**src/rtl/core/sblp_pkg.sv**
```systemverilog
package sblp_pkg;

	typedef struct packed {
		logic [1:0]  opcode;
		logic [13:0] world_x;
		logic [13:0] world_y;
	} cmd_t;

	typedef struct packed {
		logic [9:0]  pixel_x;
		logic [8:0]  pixel_y;
		logic [15:0] byte_address;
		logic [7:0]  bit_mask;
		logic [3:0]  color;
		logic        line_done;
		logic        last;
	} pix_t;

	localparam logic [1:0] OP_MOVE = 2'd0;
	localparam logic [1:0] OP_DRAW = 2'd1;
	localparam logic [1:0] OP_DOT  = 2'd2;
	localparam logic [1:0] OP_CONT = 2'd3;

	localparam logic [2:0] REG_XDIV  = 3'd0;
	localparam logic [2:0] REG_YDIV  = 3'd1;
	localparam logic [2:0] REG_BOT   = 3'd2;
	localparam logic [2:0] REG_FLIP  = 3'd3;
	localparam logic [2:0] REG_COLOR = 3'd4;

	localparam int QW = 14;

	typedef enum logic [2:0] {
		ST_IDLE,
		ST_DIV,
		ST_SETUP,
		ST_START,
		ST_RUN,
		ST_DOT
	} state_t;

	typedef struct packed {
		logic load_cmd;
		logic div_start;
		logic setup;
		logic start_line;
		logic pen_update;
		logic step;
		logic emit_dot;
		logic clr_busy;
		logic clr_count;
	} ctl_t;

	typedef struct packed {
		logic [1:0] opcode;
		logic       div_done;
		logic       busy;
		logic       done_px;
		logic       chunk_end;
		logic       out_full;
	} sts_t;

endpackage

```
**src/rtl/core/sblp_divider.sv**
```systemverilog
module sblp_divider (
	input  logic        clk,
	input  logic        arst_n,
	input  logic        start,
	input  logic [13:0] num_x,
	input  logic [13:0] num_y,
	input  logic [7:0]  den_x,
	input  logic [7:0]  den_y,
	output logic [13:0] quo_x,
	output logic [13:0] quo_y,
	output logic        done
);
	import sblp_pkg::*;

	logic [3:0]  cnt_q;
	logic        run_q;
	logic [13:0] nx_q, ny_q;
	logic [7:0]  dx_q, dy_q;
	logic [8:0]  rx_q, ry_q;
	logic [8:0]  tx, ty;
	logic [8:0]  sx, sy;

	assign tx = {rx_q[7:0], nx_q[QW-1]};
	assign ty = {ry_q[7:0], ny_q[QW-1]};
	assign sx = tx - {1'b0, dx_q};
	assign sy = ty - {1'b0, dy_q};

	always_ff @(posedge clk or negedge arst_n) begin
		if (!arst_n) begin
			run_q <= 1'b0;
			cnt_q <= '0;
			done <= 1'b0;
		end else begin
			done <= 1'b0;
			if (start) begin
				run_q <= 1'b1;
				cnt_q <= '0;
			end else if (run_q) begin
				cnt_q <= cnt_q + 4'd1;
				if (cnt_q == 4'(QW - 1)) begin
					run_q <= 1'b0;
					done <= 1'b1;
				end
			end
		end
	end

	always_ff @(posedge clk) begin
		if (start) begin
			nx_q <= num_x;
			ny_q <= num_y;
			dx_q <= (den_x == 8'd0) ? 8'd1 : den_x;
			dy_q <= (den_y == 8'd0) ? 8'd1 : den_y;
			rx_q <= '0;
			ry_q <= '0;
		end else if (run_q) begin
			if (!sx[8]) begin
				rx_q <= sx;
				nx_q <= {nx_q[QW-2:0], 1'b1};
			end else begin
				rx_q <= tx;
				nx_q <= {nx_q[QW-2:0], 1'b0};
			end
			if (!sy[8]) begin
				ry_q <= sy;
				ny_q <= {ny_q[QW-2:0], 1'b1};
			end else begin
				ry_q <= ty;
				ny_q <= {ny_q[QW-2:0], 1'b0};
			end
		end
	end

	assign quo_x = nx_q;
	assign quo_y = ny_q;

endmodule

```
**src/rtl/core/sblp_datapath.sv**
```systemverilog
module sblp_datapath #(
	parameter int MAX_COLUMN    = 639,
	parameter int BYTES_PER_ROW = 80,
	parameter int CHUNK         = 64
) (
	input  logic           clk,
	input  logic           arst_n,
	input  sblp_pkg::ctl_t ctl,
	output sblp_pkg::sts_t sts,
	input  sblp_pkg::cmd_t cmd,
	input  logic           cfg_we,
	input  logic [2:0]     cfg_idx,
	input  logic [8:0]     cfg_data,
	output sblp_pkg::pix_t pix,
	output logic           pix_valid,
	input  logic           pix_stall
);
	import sblp_pkg::*;

	localparam int CW = 12;
	localparam int NW = $clog2(CHUNK + 1);
	localparam logic [CW-1:0] MAXC = CW'(MAX_COLUMN);

	logic [7:0]  xdiv_q, ydiv_q;
	logic [8:0]  bot_q;
	logic        flip_q;
	logic [3:0]  color_q;

	logic [1:0]  op_q;
	logic [13:0] wx_q, wy_q;
	logic [13:0] qx, qy;
	logic        div_done;

	logic [CW-1:0] px_q, py_q;
	logic [CW-1:0] nx_q, ny_q;
	logic [CW-1:0] wkx_q, wky_q, wend_q;
	logic signed [CW+1:0] err_q, smin_q, sboth_q;
	logic        down_q, ymaj_q, busy_q;
	logic [NW-1:0] cnt_q;

	logic [CW-1:0] dxa, dya;
	logic        ym;

	logic [CW-1:0] maj_pos;
	logic        done_now;

	pix_t        pix_q;
	logic        pv_q;
	logic [15:0] rowmul;
	logic [CW-1:0] ox, oy;
	logic        odone, olast;

	sblp_divider u_div (
		.clk   (clk),
		.arst_n(arst_n),
		.start (ctl.div_start),
		.num_x (wx_q),
		.num_y (wy_q),
		.den_x (xdiv_q),
		.den_y (ydiv_q),
		.quo_x (qx),
		.quo_y (qy),
		.done  (div_done)
	);

	always_ff @(posedge clk or negedge arst_n) begin
		if (!arst_n) begin
			xdiv_q <= 8'd35;
			ydiv_q <= 8'd35;
			bot_q <= 9'd479;
			flip_q <= 1'b0;
			color_q <= 4'd15;
		end else if (cfg_we) begin
			case (cfg_idx)
				REG_XDIV: xdiv_q <= cfg_data[7:0];
				REG_YDIV: ydiv_q <= cfg_data[7:0];
				REG_BOT: bot_q <= cfg_data;
				REG_FLIP: flip_q <= cfg_data[0];
				REG_COLOR: color_q <= cfg_data[3:0];
				default: ;
			endcase
		end
	end

	always_ff @(posedge clk or negedge arst_n) begin
		if (!arst_n) begin
			op_q <= OP_MOVE;
		end else if (ctl.load_cmd) begin
			op_q <= cmd.opcode;
		end
	end

	always_ff @(posedge clk) begin
		if (ctl.load_cmd) begin
			wx_q <= cmd.world_x;
			wy_q <= cmd.world_y;
		end
	end

	always_ff @(posedge clk) begin
		if (ctl.setup) begin
			if ({2'b0, qx} > 16'(MAX_COLUMN))
				nx_q <= MAXC;
			else
				nx_q <= qx[CW-1:0];
			if (!flip_q) begin
				if ({5'b0, qy} > {10'b0, bot_q})
					ny_q <= '0;
				else
					ny_q <= CW'(bot_q) - qy[CW-1:0];
			end else begin
				if ({5'b0, qy} > {10'b0, bot_q})
					ny_q <= CW'(bot_q);
				else
					ny_q <= qy[CW-1:0];
			end
		end
	end

	assign dxa = (nx_q > px_q) ? nx_q - px_q : px_q - nx_q;
	assign dya = (ny_q > py_q) ? ny_q - py_q : py_q - ny_q;
	assign ym = dya > dxa;

	always_ff @(posedge clk or negedge arst_n) begin
		if (!arst_n) begin
			px_q <= '0;
			py_q <= '0;
			wkx_q <= '0;
			wky_q <= '0;
			wend_q <= '0;
			err_q <= '0;
			smin_q <= '0;
			sboth_q <= '0;
			down_q <= 1'b0;
			ymaj_q <= 1'b0;
			busy_q <= 1'b0;
		end else begin
			if (ctl.clr_busy)
				busy_q <= 1'b0;
			if (ctl.start_line) begin
				ymaj_q <= ym;
				busy_q <= 1'b1;
				if (!ym) begin
					if (nx_q < px_q) begin
						wkx_q <= nx_q; wky_q <= ny_q; wend_q <= px_q;
						down_q <= py_q < ny_q;
					end else begin
						wkx_q <= px_q; wky_q <= py_q; wend_q <= nx_q;
						down_q <= ny_q < py_q;
					end
					err_q <= (CW+2)'(2 * $signed({2'b0, dya}) - $signed({2'b0, dxa}));
					smin_q <= (CW+2)'(2 * $signed({2'b0, dya}));
					sboth_q <= (CW+2)'(2 * ($signed({2'b0, dya}) - $signed({2'b0, dxa})));
				end else begin
					if (ny_q < py_q) begin
						wkx_q <= nx_q; wky_q <= ny_q; wend_q <= py_q;
						down_q <= px_q < nx_q;
					end else begin
						wkx_q <= px_q; wky_q <= py_q; wend_q <= ny_q;
						down_q <= nx_q < px_q;
					end
					err_q <= (CW+2)'(2 * $signed({2'b0, dxa}) - $signed({2'b0, dya}));
					smin_q <= (CW+2)'(2 * $signed({2'b0, dxa}));
					sboth_q <= (CW+2)'(2 * ($signed({2'b0, dxa}) - $signed({2'b0, dya})));
				end
			end
			if (ctl.pen_update) begin
				px_q <= nx_q;
				py_q <= ny_q;
			end
			if (ctl.step) begin
				if (done_now) begin
					busy_q <= 1'b0;
				end else begin
					if (ymaj_q)
						wky_q <= wky_q + 1'b1;
					else
						wkx_q <= wkx_q + 1'b1;
					if (err_q < 0) begin
						err_q <= err_q + smin_q;
					end else begin
						err_q <= err_q + sboth_q;
						if (ymaj_q)
							wkx_q <= down_q ? wkx_q - 1'b1 : wkx_q + 1'b1;
						else
							wky_q <= down_q ? wky_q - 1'b1 : wky_q + 1'b1;
					end
				end
			end
		end
	end

	assign maj_pos = ymaj_q ? wky_q : wkx_q;
	assign done_now = maj_pos >= wend_q;

	always_ff @(posedge clk or negedge arst_n) begin
		if (!arst_n)
			cnt_q <= '0;
		else if (ctl.clr_count)
			cnt_q <= '0;
		else if (ctl.step)
			cnt_q <= cnt_q + 1'b1;
	end

	assign ox = ctl.emit_dot ? nx_q : wkx_q;
	assign oy = ctl.emit_dot ? ny_q : wky_q;
	assign odone = ctl.emit_dot ? 1'b1 : done_now;
	assign olast = ctl.emit_dot ? 1'b1 : (done_now || (cnt_q == NW'(CHUNK - 1)));
	assign rowmul = 16'(oy[8:0]) * 16'(BYTES_PER_ROW);

	always_ff @(posedge clk or negedge arst_n) begin
		if (!arst_n) begin
			pv_q <= 1'b0;
		end else if (ctl.step || ctl.emit_dot) begin
			pv_q <= 1'b1;
		end else if (!pix_stall) begin
			pv_q <= 1'b0;
		end
	end

	always_ff @(posedge clk) begin
		if (ctl.step || ctl.emit_dot) begin
			pix_q.pixel_x <= ox[9:0];
			pix_q.pixel_y <= oy[8:0];
			pix_q.byte_address <= rowmul + 16'(ox[9:3]);
			pix_q.bit_mask <= 8'h80 >> ox[2:0];
			pix_q.color <= color_q;
			pix_q.line_done <= odone;
			pix_q.last <= olast;
		end
	end

	assign pix = pix_q;
	assign pix_valid = pv_q;

	assign sts.opcode = op_q;
	assign sts.div_done = div_done;
	assign sts.busy = busy_q;
	assign sts.done_px = done_now;
	assign sts.chunk_end = cnt_q == NW'(CHUNK - 1);
	assign sts.out_full = pv_q && pix_stall;

endmodule

```
**src/rtl/core/sblp_control.sv**
```systemverilog
module sblp_control (
	input  logic           clk,
	input  logic           arst_n,
	input  logic           cmd_valid,
	output logic           cmd_stall,
	input  sblp_pkg::sts_t sts,
	output sblp_pkg::ctl_t ctl
);
	import sblp_pkg::*;

	state_t state_q, state_d;
	logic   acc;

	assign acc = cmd_valid && (state_q == ST_IDLE);

	always_ff @(posedge clk or negedge arst_n) begin
		if (!arst_n)
			state_q <= ST_IDLE;
		else
			state_q <= state_d;
	end

	always_comb begin
		state_d = state_q;
		case (state_q)
			ST_IDLE: begin
				if (acc)
					state_d = ST_DIV;
			end
			ST_DIV: begin
				if (sts.opcode == OP_CONT)
					state_d = sts.busy ? ST_RUN : ST_IDLE;
				else if (sts.div_done)
					state_d = ST_SETUP;
			end
			ST_SETUP: begin
				case (sts.opcode)
					OP_DRAW: state_d = ST_START;
					OP_DOT: state_d = ST_DOT;
					default: state_d = ST_IDLE;
				endcase
			end
			ST_START: state_d = ST_RUN;
			ST_DOT: begin
				if (!sts.out_full)
					state_d = ST_IDLE;
			end
			ST_RUN: begin
				if (!sts.out_full && (sts.done_px || sts.chunk_end))
					state_d = ST_IDLE;
			end
			default: state_d = ST_IDLE;
		endcase
	end

	always_comb begin
		ctl = '0;
		cmd_stall = 1'b1;
		case (state_q)
			ST_IDLE: begin
				cmd_stall = 1'b0;
				ctl.load_cmd = cmd_valid;
				ctl.clr_count = 1'b1;
			end
			ST_DIV: begin
				ctl.setup = sts.div_done;
			end
			ST_SETUP: begin
				ctl.clr_busy = 1'b1;
				ctl.pen_update = sts.opcode != OP_DRAW;
			end
			ST_START: begin
				ctl.start_line = 1'b1;
				ctl.pen_update = 1'b1;
			end
			ST_DOT: ctl.emit_dot = !sts.out_full;
			ST_RUN: ctl.step = !sts.out_full;
			default: ;
		endcase
	end

endmodule

```
**src/rtl/core/sblp_starter.sv**
```systemverilog
module sblp_starter (
	input  logic           clk,
	input  logic           arst_n,
	input  logic           load,
	input  logic [1:0]     opcode,
	input  sblp_pkg::ctl_t ctl_in,
	output sblp_pkg::ctl_t ctl_out
);
	import sblp_pkg::*;

	logic kick_q;

	always_ff @(posedge clk or negedge arst_n) begin
		if (!arst_n)
			kick_q <= 1'b0;
		else
			kick_q <= load && (opcode != OP_CONT);
	end

	always_comb begin
		ctl_out = ctl_in;
		ctl_out.div_start = kick_q;
	end

endmodule

```
**src/rtl/core/scaled_bresenham_line_plotter_unit.sv**
```systemverilog
// One command is taken at a time. Move, draw and dot first load the command, start
// a restoring divider that divides both world coordinates side by side, then clamp
// and set up the line; a draw then registers its pixels at one per cycle while the
// pixel output is not stalled, up to CHUNK per command. A continue skips the
// divider. A single output register sits on the pixel side.
module scaled_bresenham_line_plotter_unit #(
	parameter int MAX_COLUMN    = 639,
	parameter int BYTES_PER_ROW = 80,
	parameter int CHUNK         = 64
) (
	input  logic           clk,
	input  logic           arst_n,
	input  logic           cmd_valid,
	output logic           cmd_stall,
	input  sblp_pkg::cmd_t cmd,
	output logic           pix_valid,
	input  logic           pix_stall,
	output sblp_pkg::pix_t pix,
	input  logic           cfg_we,
	input  logic [2:0]     cfg_idx,
	input  logic [8:0]     cfg_data
);
	import sblp_pkg::*;

	ctl_t ctl_c, ctl;
	sts_t sts;

	sblp_control u_ctl (
		.clk      (clk),
		.arst_n   (arst_n),
		.cmd_valid(cmd_valid),
		.cmd_stall(cmd_stall),
		.sts      (sts),
		.ctl      (ctl_c)
	);

	sblp_starter u_st (
		.clk    (clk),
		.arst_n (arst_n),
		.load   (ctl_c.load_cmd),
		.opcode (cmd.opcode),
		.ctl_in (ctl_c),
		.ctl_out(ctl)
	);

	sblp_datapath #(
		.MAX_COLUMN   (MAX_COLUMN),
		.BYTES_PER_ROW(BYTES_PER_ROW),
		.CHUNK        (CHUNK)
	) u_dp (
		.clk      (clk),
		.arst_n   (arst_n),
		.ctl      (ctl),
		.sts      (sts),
		.cmd      (cmd),
		.cfg_we   (cfg_we),
		.cfg_idx  (cfg_idx),
		.cfg_data (cfg_data),
		.pix      (pix),
		.pix_valid(pix_valid),
		.pix_stall(pix_stall)
	);

endmodule

```
**config.mk**
```make
export PLATFORM = sky130hd
export DESIGN_NAME = scaled_bresenham_line_plotter_unit
export DESIGN_NICKNAME = d
export VERILOG_FILES = /design/src/rtl/core/sblp_pkg.sv /design/src/rtl/core/sblp_divider.sv /design/src/rtl/core/sblp_datapath.sv /design/src/rtl/core/sblp_control.sv /design/src/rtl/core/sblp_starter.sv /design/src/rtl/core/scaled_bresenham_line_plotter_unit.sv
export SDC_FILE = /design/constraint.sdc
export NUM_CORES = 1
export LEC_CHECK = 0
export BUFFER_PORTS_ARGS = -buffer_cell sky130_fd_sc_hd__buf_2
export CAP_MARGIN = 20
export CORE_MARGIN = 1
export CORE_UTILIZATION = 55
export CTS_CLUSTER_DIAMETER = 40
export DETAILED_ROUTE_END_ITERATION = 8
export GPL_ROUTABILITY_DRIVEN = 0
export PLACE_DENSITY = 0.72
export SYNTH_ARGS = -nofsm -noshare
export SYNTH_HDL_FRONTEND = slang
export SYNTH_SLANG_ARGS = --single-unit
```
**constraint.sdc**
```tcl
create_clock -name clk -period 8.55 [get_ports clk]
set_input_delay 2.1375 -clock clk [delete_from_list [all_inputs] [get_ports clk]]
set_output_delay 2.1375 -clock clk [all_outputs]
set_load 0.01 [all_outputs]
```
==> reports/summary.txt <==
Worst hold path type: flop to flop
Worst reg2reg endpoint: u_dp.wky_q[7]
Gr ovfl total: 0
Final Max Slew Viols: 0
Multi-input gate area: 11600 um^2
Number of global-route vias before repair: 16300
DP HPWL: 39100 um
Std cell rows: 71
Max-cap violations: 0
CTS tree: done
Final ANT Viol Nets: 0
Initial antenna violation count: 4
Top FF cell, synth: edfxtp_1
Worst slew pin tran: 0.998 ns
Initial Util: 0.560
CP Data Required Time: 8.98 ns
Post-Syn Instances: 2222
Synth cell types: 96
Die X: 198 um
Yosys warns: 0
CP max FO: 62
WL final: 53700 um
Final hold violation count: 0
Period minus WS final: 7.36 ns
Number of fill cells: 3158
Slowest cell on crit path: nor2_8
Share of cells above drive strength 1: 0.149
Htree depth: 2
Synth-to-Final Area Change: 11.3%
Register area share after synthesis: 0.395
F_max: 136 MHz
Synth top area share: 0.200
Reg2reg setup slack: 1.19 ns
CORE AREA: 37800 um^2
RSZ-0062 raised after global routing: false
Reg-to-reg startpoint: u_dp.nx_q[5]
CP Launch Type: flop
Port buffer count: 97
Maximum number of pins on one net before global-route repair: 81
Relative slew slack: 0.335
CP Class: flop to flop
CTS-repair resized insts: 0
Fin crit share: 0.861
DRC: 0
Post-route setup TNS: 0 ns
Worst path cell trace: inv_1, ha_1, nand4_2, a211oi_1, a2111o_1, buf_4, nand2_1, o211ai_1, nand3_1, a21oi_1, o21ai_0, o2bb2ai_1, xor2_1, ha_1, a21o_1, nor2_1, o21ai_1, o21ba_2, nor2_8, mux2i_4, buf_12, nor2_1, a211oi_2, o22ai_1
Inserted Clock Buffers: 45
Endpoints failing setup: 0
Initial DRC Count: 1344
Ant diodes: 0
Post-CTS setup buffer count: 0
R2r worst-path depth: 24
Status: finished clean
Nets: 2503
EDFF count, synth: 141
Crit path capture type: flop
Synthesis-stage register bit count: 308
Die Span Y: 198 um
Reg clk slew, reported paths: 0.06 ns
DR vias: 16800
Clk sinks: 308
Die area: 39200 um^2
Drt first pass iters: 6
Synthesized area per cell: 9.51 um^2
Ports: 98
Hold-fix buffers at CTS: 0
Number of vias per cell: 5.96
Post-synth top area cell: edfxtp_1
Total GRT Usage: 0.280
Synth area leaders: edfxtp_1, dfrtp_1, ha_1, o21ai_0, nand2_1
Average wire per standard cell: 19.0 um
Setup crit end: u_dp.wky_q[7]
Worst skew pair latency: 0.59 ns
First-pass GRT wire length: 85800 um
Most frequent cells in the layout: nand2_1, o21ai_0, inv_1, ha_1, edfxtp_1
Crit path launch: u_dp.nx_q[5]
Worst path max stage delay: 0.81 ns
Root Buffer: clkbuf_16
CP arrival: 7.79 ns
Post-synthesis cell area: 21100 um^2
Register area: 8360 um^2
Setup Skew: 0.0272 ns
Commonest non-fill, non-tap cell in the layout: nand2_1
Max Buffers Root-to-Sink: 3
Ys async rst share: 0.490
[worst min path at each step]
stage	from	end	slack, ns	cells after the start
finish	u_dp.xdiv_q[4]	u_dp.u_div.dx_q[4]	0.47	0
global route	u_dp.xdiv_q[3]	u_dp.u_div.dx_q[3]	0.50	0
CTS	u_dp.xdiv_q[4]	u_dp.u_div.dx_q[4]	0.48	0
detailed placement	u_dp.xdiv_q[4]	u_dp.u_div.dx_q[4]	0.46	0
global placement	u_dp.smin_q[4]	u_dp.smin_q[4]	0.46	2
floorplan	u_dp.smin_q[10]	u_dp.smin_q[10]	0.44	2
[cell families (layout without fill, tap and decap cells)]
| logic type | count (synthesis) | after routing | share of synthesized area |
|---|---|---|---|
| compound gates | 605 | 605 | 0.189 |
| buf+inv | 303 | 389 | 0.0588 |
| xor+xnor | 113 | 113 | 0.0479 |
| flops | 308 | 308 | 0.395 |
| other cells | 1 | 2 | 0.000177 |
| mux | 129 | 129 | 0.0658 |
| fa+ha+maj | 189 | 189 | 0.115 |
| simple gates | 574 | 574 | 0.127 |
[metal layers]
metal  track usage  wire length, um  up-vias
li1              -                -     8020
met1         0.375            23100     8028
met4         0.135             2320        4
met2         0.443            24300      628
met3        0.0422             3850      136
met5             0               25        -
[sequential cells by signal, summed over array words and instances, names as in the netlist, 13 cells and up]
name and count:
u_dp.err_q 13, u_dp.pix 45, u_dp.sboth_q 13, u_dp.u_div.quo_x 14, u_dp.u_div.quo_y 14, u_dp.wx_q 14, u_dp.wy_q 14
[layout make-up]
type | instances | area share
well taps | 511 | 0.0272
clock buffers | 53 | 0.0513
repair buffers | 122 | 0.0295
multi-input cells | 1612 | 0.491
flip-flops and latches | 308 | 0.355
clock inverters | 31 | 0.0158
inverters | 183 | 0.0293
[per-stage QoR]
| step | utilization | setup slack, ns | hold WS [ns] | cell area [um^2] | std cells |
|---|---|---|---|---|---|
| 4_1_cts | 0.623 | 1.35 | 0.480 | 23500 | 2818 |
| 5_1_grt | 0.623 | 0.763 | 0.496 | 23500 | 2820 |
| 3_3_place_gp | 0.580 | 1.53 | 0.457 | 21900 | 2732 |
| 6_report | 0.623 | 1.19 | 0.475 | 23500 | 2820 |
| 2_1_floorplan | - | 0.444 | 0.444 | 21100 | 2223 |
| 3_5_place_dp | 0.581 | 1.39 | 0.463 | 21900 | 2734 |
[worst max-delay path, delay by kind of cell, from the launching register on]
family          cells  cell delay (ns)
mux                 1             0.80
simple gates        6             1.58
flops               1             0.37
compound gates     11             2.31
xor+xnor            1             0.61
fa+ha+maj           2             0.83
buf+inv             3             0.68
[Yosys cell counts (6+ instances only)]
cell,count
a221oi_1,6
a21o_1,63
o31ai_1,7
edfxtp_1,141
nor3_1,38
o21ai_0,190
buf_6,6
buf_4,11
or3_1,15
nand2b_1,14
o21bai_1,10
fa_1,11
buf_2,13
o22a_1,6
xor2_1,44
and3_1,11
a21oi_1,101
a31oi_1,7
nor2_1,141
dfxtp_1,16
nand4_1,13
o211ai_1,21
a211oi_1,30
mux2i_1,61
dfrtp_1,133
o221ai_1,16
a21boi_0,9
and4_1,6
o21ai_1,10
buf_1,11
inv_1,179
xnor2_1,66
nand3_1,24
mux2_2,66
nand2_1,227
o22ai_1,19
clkbuf_1,79
nor2b_1,32
or2_2,9
a22o_1,11
o311ai_0,16
o21a_1,21
and2_1,13
ha_1,173
dfstp_2,18
Power is not shown: default switching activity piles up to over one toggle a cycle in this logic, so the estimate is an artifact.
